## src/sv/lcdns_pkg.sv

```systemverilog
package lcdns_pkg;

  // Depth of the request queue between front and back
  localparam int unsigned JOB_DEPTH = 2;

  // Request kinds
  typedef enum logic [1:0] {
    CMD_INIT   = 2'd0,
    CMD_BYTE   = 2'd1,
    CMD_DATA   = 2'd2,
    CMD_CURSOR = 2'd3
  } cmd_e;

  // Configuration register indexes
  localparam logic [2:0] REG_FUNCTION_SET    = 3'd0;
  localparam logic [2:0] REG_DISPLAY_CONTROL = 3'd1;
  localparam logic [2:0] REG_ENTRY_MODE      = 3'd2;
  localparam logic [2:0] REG_SECOND_ROW_BASE = 3'd3;
  localparam logic [2:0] REG_COMMAND_SETTLE  = 3'd4;
  localparam logic [2:0] REG_DATA_SETTLE     = 3'd5;

  // Register reset values
  localparam logic [7:0] RST_FUNCTION_SET    = 8'h28;
  localparam logic [7:0] RST_DISPLAY_CONTROL = 8'h0C;
  localparam logic [7:0] RST_ENTRY_MODE      = 8'h06;
  localparam logic [6:0] RST_SECOND_ROW_BASE = 7'h40;
  localparam logic [7:0] RST_COMMAND_SETTLE  = 8'd2;
  localparam logic [7:0] RST_DATA_SETTLE     = 8'd1;

  // Bus constants
  localparam logic [7:0] CMD_CLEAR      = 8'h01;
  localparam logic [7:0] CMD_SET_ADDR   = 8'h80;
  localparam logic [8:0] POWERUP_MS     = 9'd50;
  localparam logic [8:0] STROBE_MS      = 9'd1;
  localparam logic [8:0] CLEAR_EXTRA_MS = 9'd2;
  localparam logic [8:0] WAKE_FIRST_MS  = 9'd5;
  localparam logic [8:0] WAKE_NEXT_MS   = 9'd1;
  localparam logic [3:0] WAKE_NIBBLE    = 4'h3;
  localparam logic [3:0] MODE_NIBBLE    = 4'h2;

  // Phase numbering of an initialize sequence and a single byte
  localparam logic [4:0] INIT_FIRST_BYTE = 5'd9;
  localparam logic [4:0] INIT_LAST       = 5'd24;
  localparam logic [4:0] BYTE_LAST       = 5'd3;

  typedef struct packed {
    logic [7:0] function_set;
    logic [7:0] display_control;
    logic [7:0] entry_mode;
    logic [6:0] second_row_base;
    logic [7:0] command_settle;
    logic [7:0] data_settle;
  } cfg_t;

  // Classified request as queued for the back end
  typedef struct packed {
    logic       init;
    logic       rs;
    logic [7:0] data;
    logic [7:0] settle;
  } job_t;

  // One bus phase
  typedef struct packed {
    logic       rs;
    logic       en;
    logic [3:0] nibble;
    logic [8:0] hold;
    logic       last;
  } phase_t;

endpackage

```

## src/sv/lcdns_cfg.sv

```systemverilog
module lcdns_cfg (
  input  logic                clk_i,
  input  logic                rst_ni,
  input  logic                cfg_valid_i,
  output logic                cfg_ready_o,
  input  logic [2:0]          cfg_index_i,
  input  logic [7:0]          cfg_data_i,
  output lcdns_pkg::cfg_t     cfg_o
);
  import lcdns_pkg::*;

  cfg_t cfg_q, cfg_d;

  assign cfg_ready_o = 1'b1;
  assign cfg_o       = cfg_q;

  // Decode the register index; drop writes beyond the list
  always_comb begin
    cfg_d = cfg_q;
    if (cfg_valid_i) begin
      unique case (cfg_index_i)
        REG_FUNCTION_SET:    cfg_d.function_set    = cfg_data_i;
        REG_DISPLAY_CONTROL: cfg_d.display_control = cfg_data_i;
        REG_ENTRY_MODE:      cfg_d.entry_mode      = cfg_data_i;
        REG_SECOND_ROW_BASE: cfg_d.second_row_base = cfg_data_i[6:0];
        REG_COMMAND_SETTLE:  cfg_d.command_settle  = cfg_data_i;
        REG_DATA_SETTLE:     cfg_d.data_settle     = cfg_data_i;
        default:             cfg_d                 = cfg_q;
      endcase
    end
  end

  always_ff @(posedge clk_i or negedge rst_ni) begin
    if (!rst_ni) begin
      cfg_q.function_set    <= RST_FUNCTION_SET;
      cfg_q.display_control <= RST_DISPLAY_CONTROL;
      cfg_q.entry_mode      <= RST_ENTRY_MODE;
      cfg_q.second_row_base <= RST_SECOND_ROW_BASE;
      cfg_q.command_settle  <= RST_COMMAND_SETTLE;
      cfg_q.data_settle     <= RST_DATA_SETTLE;
    end else begin
      cfg_q <= cfg_d;
    end
  end

endmodule

```

## src/sv/lcdns_front.sv

```systemverilog
module lcdns_front #(
  parameter int unsigned Depth = lcdns_pkg::JOB_DEPTH
) (
  input  logic                clk_i,
  input  logic                rst_ni,
  input  logic                push_i,
  output logic                full_o,
  input  logic [1:0]          cmd_i,
  input  logic [7:0]          value_i,
  input  logic [5:0]          col_i,
  input  logic                row_i,
  input  lcdns_pkg::cfg_t     cfg_i,
  output logic                job_valid_o,
  output lcdns_pkg::job_t     job_o,
  input  logic                job_pop_i
);
  import lcdns_pkg::*;

  localparam int unsigned PtrW = (Depth > 1) ? $clog2(Depth) : 1;
  localparam int unsigned CntW = $clog2(Depth + 1);

  cmd_e            cmd;
  logic [6:0]      addr;
  job_t            job_in;
  logic            push_ok;
  job_t            mem_q [Depth];
  logic [PtrW-1:0] wr_ptr_q, wr_ptr_d;
  logic [PtrW-1:0] rd_ptr_q, rd_ptr_d;
  logic [CntW-1:0] count_q, count_d;

  // Classify the request word and resolve the byte it sends
  always_comb begin
    cmd  = cmd_e'(cmd_i);
    addr = row_i ? (cfg_i.second_row_base + {1'b0, col_i}) : {1'b0, col_i};
    job_in.init   = (cmd == CMD_INIT);
    job_in.rs     = (cmd == CMD_DATA);
    job_in.settle = (cmd == CMD_DATA) ? cfg_i.data_settle : cfg_i.command_settle;
    unique case (cmd)
      CMD_CURSOR: job_in.data = CMD_SET_ADDR | {1'b0, addr};
      CMD_INIT,
      CMD_BYTE,
      CMD_DATA:   job_in.data = value_i;
    endcase
  end

  assign full_o      = (count_q == CntW'(Depth));
  assign push_ok     = push_i && !full_o;
  assign job_valid_o = (count_q != '0);
  assign job_o       = mem_q[rd_ptr_q];

  // Advance pointers and occupancy
  always_comb begin
    wr_ptr_d = wr_ptr_q;
    rd_ptr_d = rd_ptr_q;
    count_d  = count_q;
    if (push_ok) begin
      wr_ptr_d = (wr_ptr_q == PtrW'(Depth - 1)) ? '0 : wr_ptr_q + PtrW'(1);
    end
    if (job_pop_i) begin
      rd_ptr_d = (rd_ptr_q == PtrW'(Depth - 1)) ? '0 : rd_ptr_q + PtrW'(1);
    end
    unique case ({push_ok, job_pop_i})
      2'b10:   count_d = count_q + CntW'(1);
      2'b01:   count_d = count_q - CntW'(1);
      default: count_d = count_q;
    endcase
  end

  always_ff @(posedge clk_i or negedge rst_ni) begin
    if (!rst_ni) begin
      wr_ptr_q <= '0;
      rd_ptr_q <= '0;
      count_q  <= '0;
    end else begin
      wr_ptr_q <= wr_ptr_d;
      rd_ptr_q <= rd_ptr_d;
      count_q  <= count_d;
    end
  end

  // Store the classified word
  always_ff @(posedge clk_i) begin
    if (push_ok) begin
      mem_q[wr_ptr_q] <= job_in;
    end
  end

endmodule

```

## src/sv/lcdns_back.sv

```systemverilog
module lcdns_back (
  input  logic                clk_i,
  input  logic                rst_ni,
  input  lcdns_pkg::cfg_t     cfg_i,
  input  logic                job_valid_i,
  input  lcdns_pkg::job_t     job_i,
  output logic                job_pop_o,
  input  logic                pop_i,
  output logic                empty_o,
  output lcdns_pkg::phase_t   phase_o
);
  import lcdns_pkg::*;

  logic [4:0] cnt_q, cnt_d;
  logic       out_valid_q;
  phase_t     out_q;
  phase_t     phase;
  logic       advance;
  logic       fire;
  logic [4:0] wake_idx;
  logic [4:0] byte_idx;
  logic [1:0] pair;
  logic [1:0] sub;
  logic [1:0] bsel;
  logic [7:0] cur_byte;
  logic [8:0] settle;
  logic       is_clear;

  assign advance = !out_valid_q || pop_i;
  assign fire    = job_valid_i && advance;
  assign empty_o = !out_valid_q;
  assign phase_o = out_q;

  // Work out the phase at the current position of the head word
  always_comb begin
    wake_idx = cnt_q - 5'd1;
    byte_idx = cnt_q - INIT_FIRST_BYTE;
    pair     = wake_idx[2:1];
    bsel     = byte_idx[3:2];
    sub      = job_i.init ? byte_idx[1:0] : cnt_q[1:0];
    is_clear = job_i.init && (bsel == 2'd3);
    unique case (bsel)
      2'd0: cur_byte = cfg_i.function_set;
      2'd1: cur_byte = cfg_i.display_control;
      2'd2: cur_byte = cfg_i.entry_mode;
      2'd3: cur_byte = CMD_CLEAR;
    endcase
    if (!job_i.init) begin
      cur_byte = job_i.data;
    end
    settle = {1'b0, job_i.settle} + STROBE_MS + (is_clear ? CLEAR_EXTRA_MS : 9'd0);

    phase.rs   = job_i.rs;
    phase.last = job_i.init ? (cnt_q == INIT_LAST) : (cnt_q == BYTE_LAST);
    priority if (job_i.init && cnt_q == 5'd0) begin
      // power-up wait, all lines low
      phase.en     = 1'b0;
      phase.nibble = 4'h0;
      phase.hold   = POWERUP_MS;
    end else if (job_i.init && cnt_q < INIT_FIRST_BYTE) begin
      // wake-up nibbles, then the 4-bit mode nibble
      phase.en     = !wake_idx[0];
      phase.nibble = (pair == 2'd3) ? MODE_NIBBLE : WAKE_NIBBLE;
      if (!wake_idx[0]) begin
        phase.hold = STROBE_MS;
      end else begin
        phase.hold = STROBE_MS + ((pair == 2'd0) ? WAKE_FIRST_MS : WAKE_NEXT_MS);
      end
    end else begin
      // byte phases: high nibble, then low nibble
      phase.en     = !sub[0];
      phase.nibble = sub[1] ? cur_byte[3:0] : cur_byte[7:4];
      phase.hold   = (sub == 2'd3) ? settle : STROBE_MS;
    end
  end

  // Step through the phases; drop the head word after its final phase
  assign job_pop_o = fire && phase.last;
  always_comb begin
    cnt_d = cnt_q;
    if (fire) begin
      cnt_d = phase.last ? 5'd0 : cnt_q + 5'd1;
    end
  end

  always_ff @(posedge clk_i or negedge rst_ni) begin
    if (!rst_ni) begin
      cnt_q       <= '0;
      out_valid_q <= 1'b0;
    end else begin
      cnt_q <= cnt_d;
      if (advance) begin
        out_valid_q <= job_valid_i;
      end
    end
  end

  // Hold the phase for the consumer
  always_ff @(posedge clk_i) begin
    if (fire) begin
      out_q <= phase;
    end
  end

endmodule

```

## src/sv/char_lcd_nibble_write_sequencer.sv

```systemverilog
// Channel   | Handshake                         | Word
// ----------+-----------------------------------+-------------------------------------
// request   | push_i / full_o                   | cmd_i, value_i, col_i, row_i
// phase     | pop_i / empty_o                   | reg_select_o, enable_o, nibble_o,
//           |                                   | hold_ms_o, last_o
// config    | cfg_valid_i / cfg_ready_o         | cfg_index_i, cfg_data_i
//
// A byte request yields 4 phase words, initialize yields 25, one per cycle while
// pop_i keeps up; the back end's phase counter sets that rate.
// A request is stored in the request queue first; its first phase is then registered in
// the back end's phase output, where it can be popped once empty_o is low.
// The request queue holds JobDepth words, so requests are taken while earlier
// ones are still being expanded. Reset empties the queue and the phase output
// and restores the register defaults; no clearing pass is needed.
module char_lcd_nibble_write_sequencer #(
  parameter int unsigned JobDepth = lcdns_pkg::JOB_DEPTH
) (
  input  logic       clk_i,
  input  logic       rst_ni,
  input  logic       push_i,
  output logic       full_o,
  input  logic [1:0] cmd_i,
  input  logic [7:0] value_i,
  input  logic [5:0] col_i,
  input  logic       row_i,
  output logic       empty_o,
  input  logic       pop_i,
  output logic       reg_select_o,
  output logic       enable_o,
  output logic [3:0] nibble_o,
  output logic [8:0] hold_ms_o,
  output logic       last_o,
  input  logic       cfg_valid_i,
  output logic       cfg_ready_o,
  input  logic [2:0] cfg_index_i,
  input  logic [7:0] cfg_data_i
);
  import lcdns_pkg::*;

  cfg_t   cfg;
  job_t   job;
  logic   job_valid;
  logic   job_pop;
  phase_t phase;

  lcdns_cfg u_cfg (
    .clk_i      (clk_i),
    .rst_ni     (rst_ni),
    .cfg_valid_i(cfg_valid_i),
    .cfg_ready_o(cfg_ready_o),
    .cfg_index_i(cfg_index_i),
    .cfg_data_i (cfg_data_i),
    .cfg_o      (cfg)
  );

  lcdns_front #(
    .Depth(JobDepth)
  ) u_front (
    .clk_i      (clk_i),
    .rst_ni     (rst_ni),
    .push_i     (push_i),
    .full_o     (full_o),
    .cmd_i      (cmd_i),
    .value_i    (value_i),
    .col_i      (col_i),
    .row_i      (row_i),
    .cfg_i      (cfg),
    .job_valid_o(job_valid),
    .job_o      (job),
    .job_pop_i  (job_pop)
  );

  lcdns_back u_back (
    .clk_i      (clk_i),
    .rst_ni     (rst_ni),
    .cfg_i      (cfg),
    .job_valid_i(job_valid),
    .job_i      (job),
    .job_pop_o  (job_pop),
    .pop_i      (pop_i),
    .empty_o    (empty_o),
    .phase_o    (phase)
  );

  assign reg_select_o = phase.rs;
  assign enable_o     = phase.en;
  assign nibble_o     = phase.nibble;
  assign hold_ms_o    = phase.hold;
  assign last_o       = phase.last;

  // A full queue always has a word at its head
  a_full_has_job: assert property (@(posedge clk_i) disable iff (!rst_ni)
    full_o |-> job_valid)
    else $error("queue full without a head word");

  // The head word is dropped only while the queue holds one
  a_pop_valid: assert property (@(posedge clk_i) disable iff (!rst_ni)
    job_pop |-> job_valid)
    else $error("head word dropped from empty queue");

  // Every request ends on an enable-low phase
  a_last_enable_low: assert property (@(posedge clk_i) disable iff (!rst_ni)
    (!empty_o && last_o) |-> !enable_o)
    else $error("final phase with enable high");

  // No phase has a zero hold time
  a_hold_nonzero: assert property (@(posedge clk_i) disable iff (!rst_ni)
    !empty_o |-> (hold_ms_o != 9'd0))
    else $error("phase with zero hold");

endmodule

```

## config.mk

```make
export PLATFORM = sky130hd
export DESIGN_NAME = char_lcd_nibble_write_sequencer
export DESIGN_NICKNAME = d
export VERILOG_FILES = /design/src/sv/lcdns_pkg.sv /design/src/sv/lcdns_cfg.sv /design/src/sv/lcdns_front.sv /design/src/sv/lcdns_back.sv /design/src/sv/char_lcd_nibble_write_sequencer.sv
export SDC_FILE = /design/constraint.sdc
export NUM_CORES = 1
export LEC_CHECK = 0
export BUFFER_PORTS_ARGS = -buffer_cell sky130_fd_sc_hd__buf_2
export CORE_UTILIZATION = 40
export CTS_BUF_LIST = sky130_fd_sc_hd__clkbuf_16
export CTS_CLUSTER_SIZE = 20
export DETAILED_ROUTE_END_ITERATION = 6
export PLACE_DENSITY = 0.66
export SLEW_MARGIN = 0
export SYNTH_ARGS = -nofsm -noshare
export SYNTH_HDL_FRONTEND = slang
export SYNTH_SLANG_ARGS = --single-unit
```

## constraint.sdc

```tcl
create_clock -name clk_i -period 5.3 [get_ports clk_i]
set_clock_uncertainty 0.15 [all_clocks]
set_input_delay 1.06 -clock clk_i [delete_from_list [all_inputs] [get_ports clk_i]]
set_output_delay 1.06 -clock clk_i [all_outputs]
set_load 0.005 [all_outputs]
```

; Yosys cells after proc, flatten, opt, wreduce, memory -nomap -nowiden
; Memory sizes are Yosys's and may differ from the RTL's.
; Cells that the tools add are included.
[classes]
n_lt_le_gt_ge = 1
mux = 20
n_addsub = 11
eq_ne = 18
reduce_logical = 25
[op_table]
columns = op, count
row1 = 8-bit case mux with 4 select lines, 1
row2 = 9-bit 2-to-1 mux, 2
row3 = "2-bit == test, second input constant", 8
row4 = 8-bit 2-to-1 mux, 2
row5 = 8-bit case mux with 2 select lines, 1
row6 = 14-bit 2-to-1 mux, 1
row7 = 2-bit AND reduction, 6
row8 = "1-bit by 9-bit adder with 9-bit output, first input constant", 1
row9 = "8-bit by 1-bit adder with 9-bit output, second input constant", 1
row10 = 9-bit adder, 1
row11 = 7-bit by 6-bit adder with 7-bit output, 1
row12 = 7-bit 2-to-1 mux, 1
row13 = "2-bit by 1-bit == test with 1-bit output, second input constant", 3
row14 = "3-bit by 2-bit == test with 1-bit output, second input constant", 2
row15 = "3-bit == test, second input constant", 2
row16 = 1-bit logical AND, 6
row17 = 2-bit zero test, 3
row18 = 1-bit 2-to-1 mux, 6
row19 = "5-bit by 1-bit adder with 5-bit output, second input constant", 1
row20 = "5-bit by 2-bit == test with 1-bit output, second input constant", 1
row21 = "5-bit == test, second input constant", 1
row22 = 5-bit zero test, 1
row23 = "5-bit by 4-bit less-than comparator with 1-bit output, second input constant", 1
row24 = 5-bit 2-to-1 mux, 1
row25 = other kinds (15), 21
[word_totals]
word_cells = 92
reg_bits = 73
inputBits = 33
mem_count = 1
ram_bits = 36
[memory_table]
columns = memory, words, width, rd, rd_ports_with_merged_regs, write_ports, line_no
row1 = u_front.mem_q, 2, 18, 1, 0, 1, lcdns_front.sv:26  ; job_t mem_q [Depth];

; Longest topological paths before layout
; Gate-level depths: netlist (run 1).
[logic_depth]
word_depth = 7
mapped_depth = 13

; Cells and area by module
; A second synthesis (run 1) with hierarchy kept.
[unflattened]
hier_cells = 425
area_unflattened_um2 = 5450.2
[by_module_without_submodules]
columns = mod, area_per_inst_um2, cells_per_inst, seq_area_each_um2, instances
row1 = lcdns_front, 1974.4, 138, 1181.1, 1
row2 = lcdns_cfg, 1819.2, 106, 1187.4, 1
row3 = lcdns_back, 1656.6, 181, 630.6, 1

; Worst setup path after synthesis (run 1)
; No wires, ideal clock.
[synth_timing]
kind = register -> register
startpoint = reg u_back.cnt_q[0]
endpoint = reg u_back.out_q (netlist bit u_back.phase_o[8]), data pin
synth_period_minus_slack_ps = 3007
setup_time_ps = 260
arrival_ps = 2597
path_stages_with_launch = 14
n_path_buf = 1
path_slack_ps = 2293
cell_sequence = dfrtp_1 > clkbuf_1 > inv_1 > ha_1 > xnor2_4 > nor2_1 > nand2_1 > inv_1 > ha_1 > inv_1 > o21ba_2 > nor4_1 > xor2_1 > nor2_1
[synth_via]
elab_chain_len = 7
word_cells_on_any_way = 18
classes_between = add/sub: 4 / order compare: 1 / eq/ne: 2 / mux: 6 / reduce/logical: 5
[synth_lines]
columns = element, line_no
row1 = from (decl), lcdns_back.sv:14  ; logic [4:0] cnt_q, cnt_d;
row2 = from (signal assigned), lcdns_back.sv:91  ; cnt_q <= cnt_d;
row3 = 4-bit subtractor, lcdns_back.sv:37  ; byte_idx = cnt_q - INIT_FIRST_BYTE;
row4 = 2-bit == test, lcdns_back.sv:41  ; is_clear = job_i.init && (bsel == 2'd3);
row5 = 1-bit logical AND, lcdns_back.sv:41
row6 = 2-bit 2-to-1 mux, lcdns_back.sv:51  ; settle = {1'b0, job_i.settle} + STROBE_MS + (is_clear ? CLEAR_EXTRA_MS : 9'd0);
row7 = 9-bit adder, lcdns_back.sv:51
row8 = 9-bit 2-to-1 mux, lcdns_back.sv:73  ; phase.hold = (sub == 2'd3) ? settle : STROBE_MS;
row9 = 14-bit 2-to-1 mux, lcdns_back.sv:60  ; end else if (job_i.init && cnt_q < INIT_FIRST_BYTE) begin
row10 = to (signal assigned), lcdns_back.sv:101  ; out_q <= phase;
row11 = to (decl), lcdns_back.sv:16  ; phase_t out_q;
; Parallel ways exist; a longest one is shown, timed or not.
; A chain may end at the register's enable or synchronous reset.

; Worst setup path after layout (run 1)
; Ends and elaborated chain as after synthesis.

==> impl_metrics.tcl, run 1 <==
set metrics [dict create \
    ys_seq_elements 109 \
    synth_largest_area_cell "edfxtp_1" \
    cp-end-kind "register" \
    critPathTopFamily "adder cells" \
    ir_drop_mv 0.215 \
    cts_resized 0 \
    nFillCells 1247 \
    antenna_cells 0 \
    finalPower_mw 3.35 \
    synth_top_area_share_pct 28.1 \
    crit_chain "inv_1 -> ha_1 -> xnor2_4 -> nor2_1 -> nand2_1 -> inv_1 -> ha_1 -> inv_1 -> o21ba_2 -> nor4_1 -> xor2_1 -> nor2_1" \
    placed_cell_area_sq_um 5940 \
    cp-start-kind "register" \
    die_h_microns 120 \
    ant_nets 0 \
    synth.avg_cell_area_sq_um 12.2 \
    cp.required_ns 5.25 \
    crit_top_cell "inv_1" \
    num_vias 3603 \
    grt_setup_unrepaired "no" \
    die_width_microns 120 \
    final_common_cell "mux2_2" \
    dr.pass1.iters 4 \
    hold_path_class "register to register" \
    cp_max_fo 13 \
    max-cap-violations 0 \
    reg2reg_slack_ns 1.91 \
    initial_core_util_pct 41.4 \
    crit_buf_inv 3 \
    grt_overflow 0 \
    syn_area_sq_um 5550 \
    hold_depth 2 \
    synth_edf_count 52 \
    async_reset_ff_share_pct 52.3 \
    grt_max_degree 58 \
    p_leak_nw 2.49 \
    ff2ff_path_depth 12 \
    grt_pass1_vias 3568 \
    clk_path_buf_depth 2 \
    gp_congestion 0.847 \
    drtIter0Drc 187 \
    fin_area_sq_um 6240 \
    rr_endpoint "u_back.phase_o[8]" \
    port_buffers 50 \
    final-seq-area_sq_um 3000 \
    cts_sinks 109 \
    seq_area_frac_synth_pct 54.0 \
    yosys.cell_types.count 63 \
    grt_use_total_pct 17.3 \
    critical_path_class "register to register" \
    yosysWarningCount 0 \
    synth_nets 502 \
    setup_viol 0 \
    arrival_ns 3.34 \
    grt_pass1_wl_mm 18.9 \
    tightest_slew_ns 0.991 \
    hold_ws_ns 0.356 \
    post-cts-setup-buffer-count 0 \
    final_cell_mix "mux2_2, edfxtp_1, buf_2, dfrtp_1, nand2_1" \
    status "completed" \
    fin_crit_sh_pct 63.9 \
    synth_area_leaders "edfxtp_1, dfrtp_1, mux2_2" \
    hold_path_end "u_back.out_valid_q" \
    hold_viol_final 0 \
    top_level_ports 52 \
    avgViaCountPerCell 5.29 \
    routed_wl_mm 11.6 \
    finalMaxSlewViolations 0 \
    ys.flop_type "edfxtp_1" \
    synthToLayoutAreaGrowth_pct 12.5 \
    avgRoutedWirePerCell_microns 17.0 \
    fin_nets 546 \
    clk_pin_slew_ns 0.07 \
    core_sq_um 13400 \
    syn-instance-count 456 \
    rows 42 \
    max_stage_delay_ns 0.56 \
    cts_tree "yes" \
    cts_buffers 9 \
    power.density_nw_per_um2 537 \
    fp.dieArea_sq_um 14300 \
    multiInputGateArea_sq_um 2390 \
    cts_root_buf "clkbuf_16" \
    antenna_found_initial 0 \
    hpwl_mm 8.46 \
    cts_max_level 3 \
    clk_latency_ns 0.35 \
    drive_gt1_share_pct 29.7 \
    drc 0 \
    hp-start "u_back.out_valid_q" \
    setup_tns_ns 0 \
    r2r-start "u_back.cnt_q[0]" \
    period_minus_slack_ns 3.39 \
    slowest_stage "dfrtp_1" \
    relSlewSlack_pct 33.8 \
    cts_hold_buf 0 \
    max_freq_ghz 0.295 \
]
[worst reg2reg max path, delay by kind of cell (launching register included)]
family | cells | cell delay, ns
simple gates | 4 | 0.60
buf+inv | 3 | 0.32
flops | 1 | 0.56
fa+ha+maj | 2 | 0.71
compound gates | 1 | 0.22
xor+xnor | 2 | 0.58
[registers in the layout, summed over array words and instances, names as in the netlist]
register and count:
u_cfg.cfg_o 47, u_front.mem_q 36, u_back.phase_o 16, u_back.cnt_q 5, u_front.count_q 2, u_back.out_valid_q 1, u_front.rd_ptr_q 1, u_front.wr_ptr_q 1
[worst max-delay path by stage]
stage	startpoint	endpoint	slack, ns	cells past startpoint
3_5_place_dp	u_back.cnt_q[0]	u_back.phase_o[8]	1.96	12
3_3_place_gp	u_back.cnt_q[0]	u_back.phase_o[8]	2.02	12
2_1_floorplan	u_back.cnt_q[0]	u_back.phase_o[8]	2.29	13
4_1_cts	u_back.cnt_q[0]	u_back.phase_o[8]	1.93	12
5_1_grt	u_back.cnt_q[0]	u_back.phase_o[8]	1.74	12
6_report	u_back.cnt_q[0]	u_back.phase_o[8]	1.91	12
[logic make-up after synthesis]
logic type | synth area share (%)
AND/OR/NAND/NOR | 11.7
AO/OA/AOI/OAI | 10.3
XOR/XNOR | 3.04
multiplexers | 14.7
adder cells (fa/ha/maj) | 3.20
other | 0.0676
buffers and inverters | 2.95
flip-flops | 54.0
[routing by layer]
| layer | part of all wire, % | global-route usage [%] | vias to the layer above |
|---|---|---|---|
| met5 | 0 | 0 | - |
| met4 | 1.8 | 5.63 | 0 |
| met3 | 3.1 | 3.28 | 14 |
| met2 | 48 | 28.0 | 64 |
| met1 | 47 | 23.5 | 1760 |
| li1 | - | - | 1765 |
[where the power goes]
part / leakage (nW) / switching [mW] / internal, mW
logic: 1.19 / 0.764 / 0.543
registers: 1.16 / 0.172 / 1.21
clock network: 0.149 / 0.313 / 0.354
[final cells by class]
class	instances	area share [%]
Inverter	17	1.02
Multi-Input combinational cell	310	38.2
Clock inverter	6	0.782
Timing Repair Buffer	53	4.37
Tap cell	176	3.53
Sequential cell	109	48.1
Clock buffer	10	4.01
[synth_stat cells (3+ instances only)]
cell      count
mux2_2       57
edfxtp_1     52
dfrtp_1      48
nand2_1      30
nor2_1       27
o21ai_0      25
inv_1        17
a21oi_1      15
mux2i_1      15
nand3_1      14
ha_1         11
dfstp_2       9
buf_2         8
clkbuf_1      8
nand2b_1      8
nor2b_1       8
a31oi_1       7
nor3_1        7
xor2_1        7
a211oi_1      6
xnor2_1       6
a32oi_1       5
o22ai_1       5
or3_1         4
nand4_1       3
nor3b_1       3
o31ai_1       3
[through the flow]
| stage | setup slack [ns] | util, % | std cells |
|---|---|---|---|
| 6_report | 1.91 | 46.6 | 681 |
| 2_1_floorplan | 2.29 | - | 456 |
| 5_1_grt | 1.74 | 46.6 | 681 |
| 3_5_place_dp | 1.96 | 44.3 | 665 |
| 3_3_place_gp | 2.02 | 44.3 | 665 |
| 4_1_cts | 1.93 | 46.6 | 681 |
Note: power is estimated with default switching activity, not from simulation.
==> run 2: changes to the inputs <==
==> constraint.sdc (replaced) <==
create_clock -name clk_i -period 3.3 [get_ports clk_i]
set_clock_uncertainty 0.15 [all_clocks]
set_input_delay 0.66 -clock clk_i [delete_from_list [all_inputs] [get_ports clk_i]]
set_output_delay 0.66 -clock clk_i [all_outputs]
set_load 0.005 [all_outputs]
==> impl_metrics.tcl, run 2 (same netlist as run 1, synthesis figures left out) <==
set metrics [dict create \
    initial_core_util_pct 41.4 \
    hold_viol_final 0 \
    nFillCells 1223 \
    power.density_nw_per_um2 854 \
    ant_nets 0 \
    grt_overflow 0 \
    core_sq_um 13400 \
    port_buffers 50 \
    cp.required_ns 3.24 \
    routed_wl_mm 11.6 \
    antenna_cells 0 \
    cts_hold_buf 0 \
    ir_drop_mv 0.337 \
    antenna_found_initial 0 \
    final_common_cell "mux2_2" \
    fin_crit_sh_pct 89.7 \
    drtIter0Drc 246 \
    cp_max_fo 13 \
    rows 42 \
    setup_tns_ns 0 \
    fin_nets 555 \
    place_ws_ns 0.366 \
    max_freq_ghz 0.338 \
    critical_path_class "register to register" \
    slowest_stage "dfrtp_1" \
    post-cts-setup-buffer-count 0 \
    fp.dieArea_sq_um 14300 \
    cts_sinks 109 \
    largest_reg_flops 47 \
    tightest_slew_ns 1.01 \
    setup_viol 0 \
    period_minus_slack_ns 2.96 \
    clk_latency_ns 0.35 \
    finalMaxSlewViolations 0 \
    status "completed" \
    die_h_microns 120 \
    die_width_microns 120 \
    crit_chain "inv_1 -> ha_1 -> xnor2_4 -> nor2_1 -> nand2_1 -> inv_1 -> ha_1 -> inv_1 -> o21ba_2 -> nor4_1 -> xor2_1 -> nor2_1" \
    grt_pass1_wl_mm 18.6 \
    grt_setup_unrepaired "no" \
    crit_top_cell "inv_1" \
    hpwl_mm 8.69 \
    max-cap-violations 0 \
    relSlewSlack_pct 32.8 \
    arrival_ns 2.90 \
    final_cell_mix "mux2_2, edfxtp_1, buf_2, dfrtp_1, nand2_1" \
    dr.pass1.iters 5 \
    synthToLayoutAreaGrowth_pct 13.1 \
    hold_ws_ns 0.322 \
    cts_resized 0 \
    cts_root_buf "clkbuf_16" \
    cp-start-kind "register" \
    clk_pin_slew_ns 0.07 \
    grt_use_total_pct 17.1 \
    avgViaCountPerCell 5.35 \
    setup_ws_ns 0.339 \
    grt_max_degree 44 \
    crit_buf_inv 3 \
    max_stage_delay_ns 0.57 \
    cts_buffers 9 \
    drive_gt1_share_pct 30.4 \
    p_leak_nw 2.51 \
    top_level_ports 52 \
    drc 0 \
    cp-end-kind "register" \
    avgRoutedWirePerCell_microns 16.8 \
    gp_congestion 0.852 \
    hold_path_class "input port to async pin" \
    critPathTopFamily "adder cells" \
    clk_path_buf_depth 2 \
    grt_pass1_vias 3649 \
    cts_tree "yes" \
    num_vias 3692 \
    cts_max_level 3 \
]
==> run 2: changes by cell type in the layout (fill, tap and decap cells not counted), sizes merged <==
cell | before | now
buf | 53 | 62
clkbuf | 10 | 9
clkinv | 2 | 1
clkinvlp | 0 | 3
inv | 21 | 20
==> run 2: layer usage <==
layer,track usage [%],up-vias,part of all wire (%)
met4,5.78,0,2.0
met1,21.7,1802,45
met5,0,-,0
li1,-,1780,-
met2,29.3,94,48
met3,3.23,16,4.6
==> run 2: power breakdown <==
group | switching (mW) | internal [mW]
Clock | 0.468 | 0.506
Combinational | 1.28 | 0.941
Sequential | 0.230 | 1.94
Total | 1.98 | 3.38
==> run 2: worst reg2reg max path, stage by stage (launching register included) <==
cell and delay, ns:
dfrtp_1 0.57, inv_1 0.23, ha_1 0.33, xnor2_4 0.16
nor2_1 0.06, nand2_1 0.10, inv_1 0.05, ha_1 0.27
inv_1 0.04, o21ba_2 0.22, nor4_1 0.33, xor2_1 0.17
nor2_1 0.05
==> run 2: path summary, 6_finish.rpt <==
kind / from / to / slack [ns] / depth (start not counted)
max in group asynchronous: rst_ni / u_cfg.cfg_o[34] / 1.80 / 2
hold reg to reg: u_cfg.cfg_o[5] / u_cfg.cfg_o[5] / 0.35 / 1
setup reg to reg: u_back.cnt_q[0] / u_back.phase_o[8] / 0.34 / 12
hold / removal: rst_ni / u_front.rd_ptr_q / 0.32 / 1
setup / recovery: u_back.cnt_q[0] / u_back.phase_o[8] / 0.34 / 12
min in group clk_i: u_cfg.cfg_o[5] / u_cfg.cfg_o[5] / 0.35 / 1
==> run 2: per-stage QoR <==
stage	power [mW]	util (%)	instance area (sq um)	cells
finish	5.36	46.8	6280	690
floorplan	3.74	-	5550	456
global route	5.70	46.8	6280	690
detailed placement	4.41	44.8	6010	674
CTS	5.39	46.8	6280	690
global placement	4.34	44.8	6010	674
==> run 2: cell type report <==
cell class | instances | area [sq um] | area share [%]
Timing Repair Buffer | 62 | 340 | 5.42
Inverter | 17 | 63.8 | 1.02
Sequential cell | 109 | 3000 | 47.8
Clock buffer | 9 | 225 | 3.59
Multi-Input combinational cell | 310 | 2390 | 38.0
Tap cell | 176 | 220 | 3.51
Clock inverter | 7 | 42.5 | 0.678
==> run 3: changes to the inputs <==
--- a/config.mk
+++ b/config.mk
@@ -5,12 +5,12 @@
 export SDC_FILE = /design/constraint.sdc
 export NUM_CORES = 1
 export LEC_CHECK = 0
-export BUFFER_PORTS_ARGS = -buffer_cell sky130_fd_sc_hd__buf_2
 export CORE_UTILIZATION = 40
 export CTS_BUF_LIST = sky130_fd_sc_hd__clkbuf_16
 export CTS_CLUSTER_SIZE = 20
 export DETAILED_ROUTE_END_ITERATION = 6
-export PLACE_DENSITY = 0.66
+export DONT_BUFFER_PORTS = 1
+export SETUP_SLACK_MARGIN = 0.2
 export SLEW_MARGIN = 0
 export SYNTH_ARGS = -nofsm -noshare
 export SYNTH_HDL_FRONTEND = slang
==> impl_metrics.tcl, run 3 (same netlist as run 1, synthesis figures left out) <==
set metrics [dict create \
    dr.pass1.iters 5 \
    cts_max_level 3 \
    max_stage_delay_ns 0.50 \
    setup_tns_ns 0 \
    fin_nets 504 \
    grt_setup_unrepaired "no" \
    cp-end-kind "register" \
    cp.required_ns 3.25 \
    final_core_util_pct 45.3 \
    hpwl_mm 8.36 \
    cts_buffers 9 \
    slowest_stage "dfrtp_2" \
    avgViaCountPerCell 5.42 \
    grt_use_total_pct 17.8 \
    cp-start-kind "register" \
    top_level_ports 52 \
    die_width_microns 120 \
    synthToLayoutAreaGrowth_pct 9.36 \
    core_sq_um 13400 \
    setup_viol 0 \
    grt_overflow 0 \
    final-seq-area_sq_um 3000 \
    cp_max_fo 13 \
    place_ws_ns 0.316 \
    clk_pin_slew_ns 0.07 \
    period_minus_slack_ns 2.93 \
    hold_path_class "input port to async pin" \
    routed_wl_mm 11.7 \
    placed_cell_area_sq_um 5740 \
    tightest_slew_ns 0.906 \
    finalMaxSlewViolations 0 \
    final_common_cell "mux2_2" \
    cts_sinks 109 \
    status "completed" \
    p_leak_nw 2.33 \
    relSlewSlack_pct 39.6 \
    antenna_found_initial 0 \
    clk_path_buf_depth 2 \
    crit_chain "or3_4 -> xnor2_4 -> nand2_1 -> fa_1 -> a21oi_1 -> nor2b_1 -> xor2_1 -> nor2_1" \
    drc 0 \
    die_h_microns 120 \
    multiInputGateArea_sq_um 2390 \
    fin_crit_sh_pct 88.8 \
    largest_reg_flops 47 \
    clk_latency_ns 0.35 \
    max-cap-violations 0 \
    initial_core_util_pct 41.4 \
    drive_gt1_share_pct 23.1 \
    num_vias 3463 \
    ir_drop_mv 0.352 \
    port_buffers 0 \
    ant_nets 0 \
    nFillCells 1257 \
    avgRoutedWirePerCell_microns 18.4 \
    drtIter0Drc 237 \
    final_cell_mix "mux2_2, edfxtp_1, dfrtp_1, nand2_1, nor2_1" \
    grt_pass1_vias 3388 \
    grt_pass1_wl_mm 18.9 \
    power.density_nw_per_um2 873 \
    arrival_ns 2.88 \
    antenna_cells 0 \
    critical_path_class "register to register" \
    cts_tree "yes" \
    grt_max_degree 49 \
    rows 42 \
    max_freq_ghz 0.341 \
    setup_ws_ns 0.370 \
    fp.dieArea_sq_um 14300 \
    hold_viol_final 0 \
    fin_area_sq_um 6070 \
    cts_root_buf "clkbuf_16" \
    gp_congestion 0.859 \
]
## run 3: cell count changes in the layout (fill, tap and decap cells not counted), sizes merged
cell and delta:
buf -52, bufinv +1, clkinvlp -1, dlygate4sd3 +1
## run 3: worst paths after layout
kind                               startpoint                 end  slack, ns  depth (start not counted)
setup / recovery              u_back.cnt_q[1]   u_back.phase_o[7]       0.37                          8
hold / removal                         rst_ni    u_front.rd_ptr_q      0.002                          1
setup reg to reg              u_back.cnt_q[1]   u_back.phase_o[7]       0.37                          8
hold reg to reg            u_back.out_valid_q  u_back.out_valid_q       0.34                          2
max in group asynchronous              rst_ni      u_cfg.cfg_o[0]       2.00                          1
min in group clk_i              cfg_data_i[6]     u_cfg.cfg_o[29]       0.29                          2
## run 3: per-stage QoR
step / power [mW] / std cells / hold WS, ns
4_1_cts: 5.34 / 639 / 0.00643
3_5_place_dp: 4.24 / 621 / 0.219
6_report: 5.30 / 639 / 0.00217
3_3_place_gp: 4.20 / 621 / 0.219
2_1_floorplan: 3.74 / 456 / 0.214
5_1_grt: 5.65 / 639 / 0.0126
## run 3: per-layer routing
metal  wire length [microns]  share of wire [%]  GRT usage (%)  vias to the layer above
met2                    5410                 46           28.1                       75
met1                    5670                 48           24.5                     1687
met3                     541                4.6           4.28                       11
met5                       0                  0              0                        -
li1                        -                  -              -                     1690
met4                     121                1.0           4.92                        0
## run 3: timing repair
item,CTS,global route
gates resized for setup,0,2
hold buffers,2,0
hold endpoints to repair,48,0
setup buffers,0,0
setup endpoints to repair,0,3
## run 3: critical path, delay by kind of cell (launching register included)
kind / cells / cell delay [ns]
AOI/OAI and AO/OA: 1 / 0.22
xor gates and xnor gates: 2 / 0.46
adders and majority gates: 1 / 0.45
DFF: 1 / 0.50
and+or+nand+nor: 4 / 0.90
## run 3: cell type report
type	instances	area share, %
flip-flops and latches	109	49.5
multi-input cells	310	39.3
clock buffers	9	3.71
well taps	176	3.63
repair buffers	11	1.73
clock inverters	7	1.09
inverters	17	1.05
## run 3: power by group
part | internal, mW | leakage (nW) | switching (mW)
Clock | 0.584 | 0.144 | 0.476
Sequential | 1.94 | 1.16 | 0.268
Combinational | 0.852 | 1.03 | 1.18
Total | 3.38 | 2.33 | 1.92
